==> config.mk <==
export PLATFORM = sky130hd
export DESIGN_NAME = dhcp_frame_field_extractor
export DESIGN_NICKNAME = d
export VERILOG_FILES = /design/src/design/dhcpfe_pkg.sv /design/src/design/dhcpfe_front.sv /design/src/design/dhcpfe_queue.sv /design/src/design/dhcpfe_back.sv /design/src/design/dhcp_frame_field_extractor.sv
export SDC_FILE = /design/constraint.sdc
export NUM_CORES = 2
export LEC_CHECK = 0
export ABC_AREA = 0
export BUFFER_PORTS_ARGS = -buffer_cell sky130_fd_sc_hd__buf_4
export CAP_MARGIN = 10
export CORE_MARGIN = 1
export CORE_UTILIZATION = 50
export CTS_BUF_LIST = sky130_fd_sc_hd__clkbuf_8
export DETAILED_ROUTE_END_ITERATION = 7
export PLACE_DENSITY = 0.66
export SLEW_MARGIN = 20
export SYNTH_ARGS = -nofsm -noshare
export SYNTH_HDL_FRONTEND = slang
export SYNTH_HIERARCHICAL = 1
export SYNTH_SLANG_ARGS = --single-unit
==> constraint.sdc <==
create_clock -name clock -period 33 [get_ports clock]
set_clock_uncertainty 0.2 [all_clocks]
set_input_delay 4.95 -clock clock [delete_from_list [all_inputs] [get_ports clock]]
set_output_delay 4.95 -clock clock [all_outputs]
set_load 0.01 [all_outputs]
==> src/design/dhcpfe_pkg.sv <==
package dhcpfe_pkg;

   // Configuration register indexes
   localparam logic [7:0] REG_V4_SERVER = 8'd0;
   localparam logic [7:0] REG_V4_CLIENT = 8'd1;
   localparam logic [7:0] REG_V6_CLIENT = 8'd2;
   localparam logic [7:0] REG_V6_SERVER = 8'd3;

   localparam logic [15:0] V4_SERVER_RESET = 16'd67;
   localparam logic [15:0] V4_CLIENT_RESET = 16'd68;
   localparam logic [15:0] V6_CLIENT_RESET = 16'd546;
   localparam logic [15:0] V6_SERVER_RESET = 16'd547;

   // Record kinds
   localparam logic [3:0] RK_V4_ADDR   = 4'd0;
   localparam logic [3:0] RK_XID       = 4'd1;
   localparam logic [3:0] RK_CI_YI     = 4'd2;
   localparam logic [3:0] RK_SI_GI     = 4'd3;
   localparam logic [3:0] RK_CHADDR    = 4'd4;
   localparam logic [3:0] RK_TRUNC     = 4'd5;
   localparam logic [3:0] RK_V6_ADDR   = 4'd6;
   localparam logic [3:0] RK_V6_HDR    = 4'd7;
   localparam logic [3:0] RK_OPT_START = 4'd8;
   localparam logic [3:0] RK_OPT_BYTE  = 4'd9;
   localparam logic [3:0] RK_OPT_END   = 4'd10;
   localparam logic [3:0] RK_FRAME_END = 4'd11;

   localparam logic [1:0] CLASS_NONE = 2'd0;
   localparam logic [1:0] CLASS_V4   = 2'd1;
   localparam logic [1:0] CLASS_V6   = 2'd2;

   localparam int MAX_RECS = 5;
   localparam int Q_DEPTH  = 4;

   typedef enum logic [3:0] {
      PH_ETH, PH_VLAN, PH_V4IP, PH_V4DHCP, PH_V4TAG, PH_V4LEN, PH_V6IP,
      PH_V6HDR, PH_V6OH0, PH_V6OH1, PH_V6OH2, PH_V6OH3, PH_DATA, PH_IDLE
   } phase_type;

   typedef struct packed {
      logic [7:0]  frame_byte;
      logic [11:0] frame_length;
      logic        last_byte;
   } req_type;

   typedef struct packed {
      logic [3:0]  record_kind;
      logic [63:0] record_value;
      logic [15:0] option_tag;
      logic [15:0] option_length;
      logic [15:0] item_index;
      logic        last_of_item;
   } rsp_type;

   typedef struct packed {
      logic [3:0]  kind;
      logic [63:0] value;
      logic [15:0] tag;
      logic [15:0] len;
      logic [15:0] idx;
   } rec_type;

   // All records caused by one accepted byte
   typedef struct packed {
      logic [2:0]                  count;
      rec_type [MAX_RECS-1:0]      recs;
   } bundle_type;

   typedef struct packed {
      logic [15:0] v4_server;
      logic [15:0] v4_client;
      logic [15:0] v6_client;
      logic [15:0] v6_server;
   } port_cfg_type;

   function automatic rec_type make_rec(logic [3:0] kind, logic [63:0] value,
                                        logic [15:0] tag, logic [15:0] len,
                                        logic [15:0] idx);
      rec_type r;
      r.kind  = kind;
      r.value = value;
      r.tag   = tag;
      r.len   = len;
      r.idx   = idx;
      return r;
   endfunction

endpackage

==> src/design/dhcpfe_front.sv <==
module dhcpfe_front #(
   parameter int MAX_FRAME = 2048
) (
   input  logic                      clock,
   input  logic                      reset,
   input  logic                      accept,
   input  dhcpfe_pkg::req_type       req,
   input  dhcpfe_pkg::port_cfg_type  ports,
   output logic                      push,
   output dhcpfe_pkg::bundle_type    bundle
);

   localparam int POS_W = $clog2(MAX_FRAME + 1);
   localparam int CW    = (POS_W > 12 ? POS_W : 12) + 1;
   localparam logic [CW-1:0] MAXF = CW'(MAX_FRAME);

   logic [POS_W-1:0]      pos_ff, pos_in;
   dhcpfe_pkg::phase_type phase_ff, phase_in;
   logic [4:0]            net_ff, net_in;
   logic [5:0]            ihb_ff, ihb_in;
   logic [63:0]           pair_ff, pair_in;
   logic [63:0]           half_ff [4];
   logic [63:0]           half_in [4];
   logic [63:0]           shf_ff, shf_in;
   logic [7:0]            hlen_ff, hlen_in;
   logic [15:0]           tag_ff, tag_in;
   logic [15:0]           left_ff, left_in;
   logic [1:0]            class_ff, class_in;

   always_ff @(posedge clock) begin
      if (reset) begin
         pos_ff   <= '0;
         phase_ff <= dhcpfe_pkg::PH_ETH;
         net_ff   <= 5'd14;
         ihb_ff   <= '0;
         pair_ff  <= '0;
         for (int i = 0; i < 4; i++) half_ff[i] <= '0;
         shf_ff   <= '0;
         hlen_ff  <= '0;
         tag_ff   <= '0;
         left_ff  <= '0;
         class_ff <= '0;
      end else begin
         pos_ff   <= pos_in;
         phase_ff <= phase_in;
         net_ff   <= net_in;
         ihb_ff   <= ihb_in;
         pair_ff  <= pair_in;
         for (int i = 0; i < 4; i++) half_ff[i] <= half_in[i];
         shf_ff   <= shf_in;
         hlen_ff  <= hlen_in;
         tag_ff   <= tag_in;
         left_ff  <= left_in;
         class_ff <= class_in;
      end
   end

   always_comb begin
      logic [7:0]    b;
      logic [CW-1:0] len_raw, len_c, pos_x, rel, d, room, lim;
      logic [63:0]   shf_new;
      logic [15:0]   sp, dp;
      logic [5:0]    ihb_v;
      logic [CW-1:0] rel_m8;
      logic [2:0]    nv;
      dhcpfe_pkg::phase_type after_opt;

      b       = req.frame_byte;
      len_raw = CW'(req.frame_length);
      len_c   = (len_raw > MAXF) ? MAXF : len_raw;
      pos_x   = CW'(pos_ff);
      rel     = pos_x - CW'(net_ff);
      shf_new = {shf_ff[55:0], b};
      sp      = shf_new[31:16];
      dp      = shf_new[15:0];
      room    = len_c - pos_x - CW'(1);
      rel_m8  = rel - CW'(8);
      ihb_v   = ihb_ff;
      d       = '0;
      lim     = '0;
      nv      = '0;
      after_opt = (class_ff == dhcpfe_pkg::CLASS_V4) ? dhcpfe_pkg::PH_V4TAG
                                                     : dhcpfe_pkg::PH_V6OH0;

      pos_in   = pos_ff;
      phase_in = phase_ff;
      net_in   = net_ff;
      ihb_in   = ihb_ff;
      pair_in  = pair_ff;
      for (int i = 0; i < 4; i++) half_in[i] = half_ff[i];
      shf_in   = shf_ff;
      hlen_in  = hlen_ff;
      tag_in   = tag_ff;
      left_in  = left_ff;
      class_in = class_ff;
      bundle   = '0;

      if (accept) begin
         if (pos_x < len_c) begin
            case (phase_ff)
               dhcpfe_pkg::PH_ETH, dhcpfe_pkg::PH_VLAN: begin
                  shf_in = shf_new;
                  if ((phase_ff == dhcpfe_pkg::PH_ETH && pos_x == CW'(13)) ||
                      (phase_ff == dhcpfe_pkg::PH_VLAN && pos_x == CW'(17))) begin
                     if (phase_ff == dhcpfe_pkg::PH_ETH && dp == 16'h8100 &&
                         len_c >= CW'(18)) begin
                        phase_in = dhcpfe_pkg::PH_VLAN;
                     end else begin
                        net_in = (phase_ff == dhcpfe_pkg::PH_ETH) ? 5'd14 : 5'd18;
                        if (dp == 16'h0800 && len_c >= CW'(net_in) + CW'(20))
                           phase_in = dhcpfe_pkg::PH_V4IP;
                        else if (dp == 16'h86DD && len_c >= CW'(net_in) + CW'(48))
                           phase_in = dhcpfe_pkg::PH_V6IP;
                        else
                           phase_in = dhcpfe_pkg::PH_IDLE;
                     end
                  end
               end
               dhcpfe_pkg::PH_V4IP: begin
                  if (rel == '0) begin
                     ihb_v  = {b[3:0], 2'b00};
                     ihb_in = ihb_v;
                     if (ihb_v < 6'd20 ||
                         len_c - CW'(net_ff) < CW'(ihb_v) + CW'(8))
                        phase_in = dhcpfe_pkg::PH_IDLE;
                  end else if (rel == CW'(9)) begin
                     if (b != 8'd17) phase_in = dhcpfe_pkg::PH_IDLE;
                  end else if (rel >= CW'(12) && rel <= CW'(19)) begin
                     pair_in = {pair_ff[55:0], b};
                  end
                  if (phase_in == dhcpfe_pkg::PH_V4IP && rel >= CW'(ihb_v) &&
                      rel <= CW'(ihb_v) + CW'(3)) begin
                     shf_in = shf_new;
                     if (rel == CW'(ihb_v) + CW'(3)) begin
                        if (sp == ports.v4_server || sp == ports.v4_client ||
                            dp == ports.v4_server || dp == ports.v4_client) begin
                           class_in = dhcpfe_pkg::CLASS_V4;
                           bundle.recs[nv] = dhcpfe_pkg::make_rec(
                              dhcpfe_pkg::RK_V4_ADDR, pair_ff, '0, '0, '0);
                           nv = nv + 3'd1;
                           if (len_c - CW'(net_ff) - CW'(ihb_v) - CW'(8) < CW'(240)) begin
                              bundle.recs[nv] = dhcpfe_pkg::make_rec(
                                 dhcpfe_pkg::RK_TRUNC, '0, '0, '0, '0);
                              nv = nv + 3'd1;
                              phase_in = dhcpfe_pkg::PH_IDLE;
                           end else begin
                              phase_in = dhcpfe_pkg::PH_V4DHCP;
                           end
                        end else begin
                           phase_in = dhcpfe_pkg::PH_IDLE;
                        end
                     end
                  end
               end
               dhcpfe_pkg::PH_V4DHCP: begin
                  d      = pos_x - (CW'(net_ff) + CW'(ihb_ff) + CW'(8));
                  shf_in = shf_new;
                  if (d == CW'(2)) begin
                     hlen_in = b;
                  end else if (d == CW'(11)) begin
                     bundle.recs[nv] = dhcpfe_pkg::make_rec(
                        dhcpfe_pkg::RK_XID, shf_new, '0, '0, '0);
                     nv = nv + 3'd1;
                  end else if (d == CW'(19)) begin
                     bundle.recs[nv] = dhcpfe_pkg::make_rec(
                        dhcpfe_pkg::RK_CI_YI, shf_new, '0, '0, '0);
                     nv = nv + 3'd1;
                  end else if (d == CW'(27)) begin
                     bundle.recs[nv] = dhcpfe_pkg::make_rec(
                        dhcpfe_pkg::RK_SI_GI, shf_new, '0, '0, '0);
                     nv = nv + 3'd1;
                  end
                  if (d >= CW'(28) && d < CW'(44)) begin
                     lim = (hlen_ff < 8'd16) ? CW'(hlen_ff) : CW'(16);
                     if (d - CW'(28) < lim) begin
                        bundle.recs[nv] = dhcpfe_pkg::make_rec(
                           dhcpfe_pkg::RK_CHADDR, 64'(b), '0, '0, 16'(d - CW'(28)));
                        nv = nv + 3'd1;
                     end
                  end
                  if (d >= CW'(239)) phase_in = dhcpfe_pkg::PH_V4TAG;
               end
               dhcpfe_pkg::PH_V4TAG: begin
                  if (len_c - pos_x <= CW'(1)) begin
                     phase_in = dhcpfe_pkg::PH_IDLE;
                  end else if (b == 8'd255) begin
                     bundle.recs[nv] = dhcpfe_pkg::make_rec(
                        dhcpfe_pkg::RK_OPT_END, '0, 16'd255, '0, '0);
                     nv = nv + 3'd1;
                     phase_in = dhcpfe_pkg::PH_IDLE;
                  end else if (b != 8'd0) begin
                     tag_in   = 16'(b);
                     phase_in = dhcpfe_pkg::PH_V4LEN;
                  end
               end
               dhcpfe_pkg::PH_V4LEN: begin
                  if (17'(b) > 17'(room)) begin
                     phase_in = dhcpfe_pkg::PH_IDLE;
                  end else begin
                     bundle.recs[nv] = dhcpfe_pkg::make_rec(
                        dhcpfe_pkg::RK_OPT_START, '0, tag_ff, 16'(b), '0);
                     nv = nv + 3'd1;
                     left_in  = 16'(b);
                     shf_in   = '0;
                     phase_in = (b != 8'd0) ? dhcpfe_pkg::PH_DATA : after_opt;
                  end
               end
               dhcpfe_pkg::PH_V6IP: begin
                  if (rel == CW'(6) && b != 8'd17) begin
                     phase_in = dhcpfe_pkg::PH_IDLE;
                  end else if (rel >= CW'(8) && rel <= CW'(39)) begin
                     half_in[rel_m8[4:3]] = {half_ff[rel_m8[4:3]][55:0], b};
                  end else if (rel >= CW'(40) && rel <= CW'(43)) begin
                     shf_in = shf_new;
                     if (rel == CW'(43)) begin
                        if (sp == ports.v6_client || sp == ports.v6_server ||
                            dp == ports.v6_client || dp == ports.v6_server) begin
                           class_in = dhcpfe_pkg::CLASS_V6;
                           for (int h = 0; h < 4; h++) begin
                              bundle.recs[h] = dhcpfe_pkg::make_rec(
                                 dhcpfe_pkg::RK_V6_ADDR, half_ff[h], '0, '0, 16'(h));
                           end
                           nv = 3'd4;
                           phase_in = (len_c - CW'(net_ff) - CW'(48) < CW'(4))
                                      ? dhcpfe_pkg::PH_IDLE : dhcpfe_pkg::PH_V6HDR;
                        end else begin
                           phase_in = dhcpfe_pkg::PH_IDLE;
                        end
                     end
                  end
               end
               dhcpfe_pkg::PH_V6HDR: begin
                  d      = pos_x - (CW'(net_ff) + CW'(48));
                  shf_in = shf_new;
                  if (d >= CW'(3)) begin
                     bundle.recs[nv] = dhcpfe_pkg::make_rec(
                        dhcpfe_pkg::RK_V6_HDR, {32'd0, shf_new[31:0]}, '0, '0, '0);
                     nv = nv + 3'd1;
                     phase_in = dhcpfe_pkg::PH_V6OH0;
                  end
               end
               dhcpfe_pkg::PH_V6OH0: begin
                  if (len_c - pos_x < CW'(4)) begin
                     phase_in = dhcpfe_pkg::PH_IDLE;
                  end else begin
                     shf_in   = 64'(b);
                     phase_in = dhcpfe_pkg::PH_V6OH1;
                  end
               end
               dhcpfe_pkg::PH_V6OH1: begin
                  shf_in   = shf_new;
                  phase_in = dhcpfe_pkg::PH_V6OH2;
               end
               dhcpfe_pkg::PH_V6OH2: begin
                  shf_in   = shf_new;
                  phase_in = dhcpfe_pkg::PH_V6OH3;
               end
               dhcpfe_pkg::PH_V6OH3: begin
                  shf_in = shf_new;
                  if (17'(dp) > 17'(room)) begin
                     phase_in = dhcpfe_pkg::PH_IDLE;
                  end else begin
                     bundle.recs[nv] = dhcpfe_pkg::make_rec(
                        dhcpfe_pkg::RK_OPT_START, '0, sp, dp, '0);
                     nv = nv + 3'd1;
                     tag_in   = sp;
                     left_in  = dp;
                     shf_in   = '0;
                     phase_in = (dp != 16'd0) ? dhcpfe_pkg::PH_DATA : after_opt;
                  end
               end
               dhcpfe_pkg::PH_DATA: begin
                  bundle.recs[nv] = dhcpfe_pkg::make_rec(
                     dhcpfe_pkg::RK_OPT_BYTE, 64'(b), tag_ff, '0, shf_ff[15:0]);
                  nv = nv + 3'd1;
                  shf_in  = shf_ff + 64'd1;
                  left_in = left_ff - 16'd1;
                  if (left_ff == 16'd1) phase_in = after_opt;
               end
               default: begin
               end
            endcase
         end

         if (pos_ff < POS_W'(MAX_FRAME)) pos_in = pos_ff + POS_W'(1);

         if (req.last_byte) begin
            // class as updated by this byte, so a match on the last byte counts
            bundle.recs[nv] = dhcpfe_pkg::make_rec(
               dhcpfe_pkg::RK_FRAME_END, 64'(class_in), '0, '0, '0);
            nv = nv + 3'd1;
            pos_in   = '0;
            phase_in = dhcpfe_pkg::PH_ETH;
            net_in   = 5'd14;
            ihb_in   = '0;
            pair_in  = '0;
            for (int i = 0; i < 4; i++) half_in[i] = '0;
            shf_in   = '0;
            hlen_in  = '0;
            tag_in   = '0;
            left_in  = '0;
            class_in = '0;
         end
      end

      bundle.count = nv;
   end

   assign push = accept && (bundle.count != 3'd0);

endmodule

==> src/design/dhcpfe_queue.sv <==
module dhcpfe_queue (
   input  logic                   clock,
   input  logic                   reset,
   input  logic                   push,
   input  dhcpfe_pkg::bundle_type wdata,
   input  logic                   pop,
   output dhcpfe_pkg::bundle_type head,
   output logic                   not_empty,
   output logic                   full
);

   localparam int PW = $clog2(dhcpfe_pkg::Q_DEPTH);

   dhcpfe_pkg::bundle_type mem_ff [dhcpfe_pkg::Q_DEPTH];
   logic [PW-1:0] wr_ff, wr_in;
   logic [PW-1:0] rd_ff, rd_in;
   logic [PW:0]   cnt_ff, cnt_in;

   always_ff @(posedge clock) begin
      if (push) mem_ff[wr_ff] <= wdata;
   end

   always_ff @(posedge clock) begin
      if (reset) begin
         wr_ff  <= '0;
         rd_ff  <= '0;
         cnt_ff <= '0;
      end else begin
         wr_ff  <= wr_in;
         rd_ff  <= rd_in;
         cnt_ff <= cnt_in;
      end
   end

   always_comb begin
      wr_in  = push ? wr_ff + PW'(1) : wr_ff;
      rd_in  = pop ? rd_ff + PW'(1) : rd_ff;
      cnt_in = cnt_ff + (PW+1)'(push) - (PW+1)'(pop);
   end

   assign head      = mem_ff[rd_ff];
   assign not_empty = (cnt_ff != '0);
   assign full      = (cnt_ff == (PW+1)'(dhcpfe_pkg::Q_DEPTH));

endmodule

==> src/design/dhcpfe_back.sv <==
module dhcpfe_back (
   input  logic                   clock,
   input  logic                   reset,
   input  dhcpfe_pkg::bundle_type head,
   input  logic                   head_valid,
   input  logic                   rsp_stall,
   output logic                   rsp_valid,
   output dhcpfe_pkg::rsp_type    rsp_data,
   output logic                   pop
);

   logic [2:0] sel_ff, sel_in;
   logic       last;
   dhcpfe_pkg::rec_type cur;

   assign cur  = head.recs[sel_ff];
   assign last = (sel_ff == head.count - 3'd1);

   assign rsp_valid              = head_valid;
   assign rsp_data.record_kind   = cur.kind;
   assign rsp_data.record_value  = cur.value;
   assign rsp_data.option_tag    = cur.tag;
   assign rsp_data.option_length = cur.len;
   assign rsp_data.item_index    = cur.idx;
   assign rsp_data.last_of_item  = last;

   assign pop = head_valid && !rsp_stall && last;

   always_comb begin
      sel_in = sel_ff;
      if (head_valid && !rsp_stall) sel_in = last ? 3'd0 : sel_ff + 3'd1;
   end

   always_ff @(posedge clock) begin
      if (reset) begin
         sel_ff <= '0;
      end else begin
         sel_ff <= sel_in;
      end
   end

endmodule

==> src/design/dhcp_frame_field_extractor.sv <==
// DHCP frame field extractor: one frame byte per transaction, records out.
// Each byte's records are registered in the bundle queue before they leave.
// Throughput: one byte per cycle in while the queue is not full; one record per
//   cycle out while rsp_stall is low. A 4-entry queue absorbs bytes with many records.
// Reset: synchronous, active high; parser returns to the Ethernet header
//   phase, the queue empties and the port registers take their defaults.
module dhcp_frame_field_extractor #(
   parameter int MAX_FRAME = 2048
) (
   input  logic                clock,
   input  logic                reset,
   // byte input channel
   input  logic                req_valid,
   output logic                req_stall,
   input  dhcpfe_pkg::req_type req_data,
   // record output channel
   output logic                rsp_valid,
   input  logic                rsp_stall,
   output dhcpfe_pkg::rsp_type rsp_data,
   // register write port
   input  logic                csr_valid,
   output logic                csr_ready,
   input  logic [7:0]          csr_index,
   input  logic [15:0]         csr_wdata
);

   dhcpfe_pkg::port_cfg_type ports_ff, ports_in;
   dhcpfe_pkg::bundle_type   bundle, head;
   logic accept, push, pop, not_empty, full;

   // Port registers; writes must land only while idle: the user's duty, not enforced here.
   assign csr_ready = 1'b1;

   always_comb begin
      ports_in = ports_ff;
      if (csr_valid && csr_ready) begin
         case (csr_index)
            dhcpfe_pkg::REG_V4_SERVER: ports_in.v4_server = csr_wdata;
            dhcpfe_pkg::REG_V4_CLIENT: ports_in.v4_client = csr_wdata;
            dhcpfe_pkg::REG_V6_CLIENT: ports_in.v6_client = csr_wdata;
            dhcpfe_pkg::REG_V6_SERVER: ports_in.v6_server = csr_wdata;
            default: begin
            end
         endcase
      end
   end

   always_ff @(posedge clock) begin
      if (reset) begin
         ports_ff.v4_server <= dhcpfe_pkg::V4_SERVER_RESET;
         ports_ff.v4_client <= dhcpfe_pkg::V4_CLIENT_RESET;
         ports_ff.v6_client <= dhcpfe_pkg::V6_CLIENT_RESET;
         ports_ff.v6_server <= dhcpfe_pkg::V6_SERVER_RESET;
      end else begin
         ports_ff <= ports_in;
      end
   end

   // Front end: byte parser, builds all records of one byte in a cycle.
   // Stall only when the queue is full.
   assign req_stall = full;
   assign accept    = req_valid && !req_stall;

   dhcpfe_front #(.MAX_FRAME(MAX_FRAME)) u_front (
      .clock  (clock),
      .reset  (reset),
      .accept (accept),
      .req    (req_data),
      .ports  (ports_ff),
      .push   (push),
      .bundle (bundle)
   );

   // Record bundles wait here between parser and serializer.
   dhcpfe_queue u_queue (
      .clock     (clock),
      .reset     (reset),
      .push      (push),
      .wdata     (bundle),
      .pop       (pop),
      .head      (head),
      .not_empty (not_empty),
      .full      (full)
   );

   // Back end: emits the head bundle one record per transaction.
   dhcpfe_back u_back (
      .clock      (clock),
      .reset      (reset),
      .head       (head),
      .head_valid (not_empty),
      .rsp_stall  (rsp_stall),
      .rsp_valid  (rsp_valid),
      .rsp_data   (rsp_data),
      .pop        (pop)
   );

   // A full queue always has something to send.
   a_full_has_output: assert property (@(posedge clock) disable iff (reset)
      req_stall |-> rsp_valid)
      else $error("queue full with no output pending");

   // Frame end is always the final record of its byte.
   a_frame_end_last: assert property (@(posedge clock) disable iff (reset)
      (rsp_valid && rsp_data.record_kind == dhcpfe_pkg::RK_FRAME_END)
         |-> rsp_data.last_of_item)
      else $error("frame end record not last of its byte");

   // Nothing is pending right after reset.
   a_reset_empty: assert property (@(posedge clock)
      reset |=> !rsp_valid)
      else $error("output valid after reset");

endmodule
==> results.py <==
metrics = {
    "grt": {
        "grt_max_degree": 158,
        "use_met2_pct": 38.4,
        "grt-ovfl-total": 0,
        "grt_usage_pct": 24.6,
        "grt_first_pass_wirelength_um": 462000,
        "grt_pass1_vias": 71500,
        "gr-usage-met3_pct": 4.56,
        "antenna_found_initial": 13,
        "use_met1_pct": 35.0,
        "top_usage_layer": "met2",
    },
    "critical_path": {
        "criticalPathCategory": "input pin to register",
        "end_kind": "register",
        "crit_family": "simple AND/OR/NAND/NOR gates",
        "start_kind": "input pin",
        "critPathMaxStageDelay_ns": 0.85,
        "r2r-start": "u_front/net_ff[3]$_SDFFE_PP1P_",
        "critPathBufInv": 5,
        "worst_ep_required_time_ns": 33.46,
        "cp_slowest_cell": "buf_4",
        "cp.arrival_ns": 15.10,
        "crit_fanout": 144,
        "rr_worst_depth": 31,
        "crit_path_start": "req_data[12]",
        "ff2ff_setup_slack_ns": 21.01,
        "r2r_end": "u_queue/mem_ff[2][329]$_DFFE_PP_",
    },
    "sta": {
        "grt_setup_unrepaired": "false",
        "finalSetupTns_ns": 0,
        "final_max_slew_viol_count": 0,
        "slew_headroom_pct": 18.5,
        "fin_ws_ns": 18.36,
        "fmax_mhz": 68.3,
        "fin_crit_sh_pct": 44.4,
        "tightest_slew_ns": 1.22,
        "hold_viol_final": 0,
        "setup_violations": 0,
        "min_period_ns": 14.64,
    },
    "floorplan": {
        "io_pins": 170,
        "core_um2": 247000,
        "rows": 182,
        "die_h_um": 501,
        "die_x_um": 501,
        "start_util_pct": 50.4,
        "die-area_um2": 251000,
    },
    "hold_path": {
        "min_path_cells": 2,
        "hp-start": "u_front/tag_ff[8]$_SDFFE_PP0P_",
        "hold_path.class": "register to register",
        "min_to": "u_front/tag_ff[8]$_SDFFE_PP0P_",
    },
    "power_and_ir_drop": {
        "vdd.ir_drop.worst_v": 0.0000355,
        "total_leakage_power_nw": 44.8,
        "total_power_mw": 7.75,
        "power_density_nw_per_um2": 57.3,
    },
    "drt": {
        "drtPass1Iterations": 8,
        "vias": 71200,
        "drc": 0,
        "ant_nets": 0,
        "viasPerCell": 6.06,
        "drt_iter0_drc": 8246,
        "finalWirelength_um": 310000,
        "wl_per_cell_um": 26.4,
    },
    "synthesis": {
        "ys_ff_latch": 2850,
        "synth_area_leader_cell": "edfxtp_1",
        "avgSynthCellArea_um2": 15.8,
        "synth_flop_cell": "edfxtp_1",
        "yosysSeqAreaShare_pct": 64.6,
        "syn-cell-area_um2": 125000,
        "synth_edf_count": 2332,
        "synth.most_common_cell": "edfxtp_1",
        "synth_cells": 7863,
        "synth_warnings": 6,
        "yosys-top-cells-area": "edfxtp_1 56%, mux4_2 13%, dfxtp_1 8.3%",
        "ys_top_cells_by_count": "2332 x edfxtp_1, 746 x mux4_2, 518 x dfxtp_1",
        "synth_cell_type_count": 110,
        "synth_top_area_share_pct": 56.2,
        "synthArstFlopShare_pct": 0,
    },
    "placement": {
        "numPortBuffers": 168,
        "gp_congestion": 0.926,
        "dp_hpwl_um": 186000,
        "place_area_um2": 127000,
        "pre_cts_ws_ns": 17.39,
        "placed_cells": 10900,
    },
    "cts": {
        "cts_tree": "yes",
        "cts_buffers": 460,
        "root_buffer": "clkbuf_8",
        "postCtsSetupRepairBufs": 0,
        "clock_path_buffers": 4,
        "hold_buffers": 0,
        "clkTransAtPathRegs_ns": 0.06,
        "cts.sinks": 2850,
        "htreeDepth": 5,
        "ctsResizeCount": 0,
        "clk_latency_ns": 1.13,
    },
    "flow_run": {
        "drv_cap": 0,
    },
    "finish": {
        "design_area_um2": 135000,
        "n_fill_cell": 19600,
        "drive_gt1_share_pct": 20.5,
        "nets": 8264,
        "syn2layout_area_growth_pct": 8.68,
        "finalNonFillerCells": 11800,
    },
    "run_status": {
        "outcome": "completed",
    },
}
==> layout by cell type, fill, tap and decap left out, drive strengths merged, types with 225 or more instances in the layout <==
cell type / Yosys / final
a2bb2oi: 225 / 225
mux4: 755 / 755
nor2: 544 / 544
conb: 3 / 257
nand2: 422 / 422
buf: 468 / 310
inv: 219 / 413
dfxtp: 518 / 518
edfxtp: 2332 / 2332
clkbuf: 340 / 502
==> worst min-delay path, delay by kind of cell, from the launching register on <==
| kind | cells | cell delay (ns) |
|---|---|---|
| DFF | 1 | 0.31 |
| muxes | 1 | 0.06 |
| and+or+nand+nor | 1 | 0.05 |
==> metrics by stage <==
| stage | util (%) | hold slack (ns) |
|---|---|---|
| floorplan | - | 0.238 |
| global placement | 51.4 | 0.245 |
| detailed placement | 51.4 | 0.254 |
| CTS | 54.8 | 0.263 |
| global route | 54.8 | 0.282 |
| finish | 54.8 | 0.264 |
==> where the power goes <==
| part | switching, mW | leakage (nW) | internal (mW) |
|---|---|---|---|
| Sequential | 0.0401 | 24.8 | 4.02 |
| Combinational | 0.539 | 15.0 | 0.365 |
| Clock | 1.34 | 5.03 | 1.45 |
==> kinds of logic (layout without fill, tap and decap cells) <==
logic type / after synthesis / count (layout) / synth area share [%]
xor gates and xnor gates: 229 / 229 / 1.64
muxes: 847 / 847 / 14.4
adders and majority gates: 133 / 133 / 1.41
buffers and inverters: 1029 / 1355 / 5.01
AOI/OAI and AO/OA: 1061 / 1061 / 6.20
and+or+nand+nor: 1711 / 1711 / 6.73
other: 3 / 259 / 0.00904
DFF: 2850 / 2850 / 64.6
==> state kept, by name, summed over array words and instances (netlist names), 3 cells and up, named ones only <==
| name | flops |
|---|---|
| u_front/phase_ff | 4 |
| u_queue/mem_ff | 2332 |
| u_front/tag_ff | 16 |
| u_front/shf_ff | 56 |
| u_front/ihb_ff | 6 |
| u_front/pair_ff | 64 |
| u_back/sel_ff | 3 |
| u_front/left_ff | 16 |
| u_front/hlen_ff | 8 |
| u_queue/cnt_ff | 3 |
| ports_ff | 64 |
| u_front/pos_ff | 12 |
| u_front/half_ff | 256 |
==> worst max path at each step <==
stage	end	slack, ns	cells past startpoint
final	u_queue/mem_ff[2][329]$_DFFE_PP_	18.36	26
after global routing	u_queue/mem_ff[2][329]$_DFFE_PP_	17.81	26
after CTS	u_queue/mem_ff[1][318]$_DFFE_PP_	18.55	26
after detailed placement	u_queue/mem_ff[2][329]$_DFFE_PP_	17.39	26
after global placement	u_queue/mem_ff[2][328]$_DFFE_PP_	17.53	26
after floorplan	u_queue/mem_ff[0][0]$_DFFE_PP_	8.42	27
==> per-layer routing <==
metal,vias to the layer above,part of all wire (%),routed length [um]
li1,30800,-,-
met1,36500,42,129000
met2,3291,47,145000
met3,643,8.4,26000
met4,4,3.1,9520
met5,-,0.0087,27
==> final cells by class <==
cell class / count / area [um2] / share of cell area [%]
clock buffers: 502 / 6910 / 5.11
clock inverters: 322 / 1530 / 1.13
multi-input cells: 4238 / 39000 / 28.8
inverters: 221 / 830 / 0.613
diodes: 2 / 5.00 / 0.00370
repair buffers: 310 / 2470 / 1.83
flip-flops and latches: 2850 / 80400 / 59.4
well taps: 3312 / 4140 / 3.06
Power figures use the tool's default switching activity.
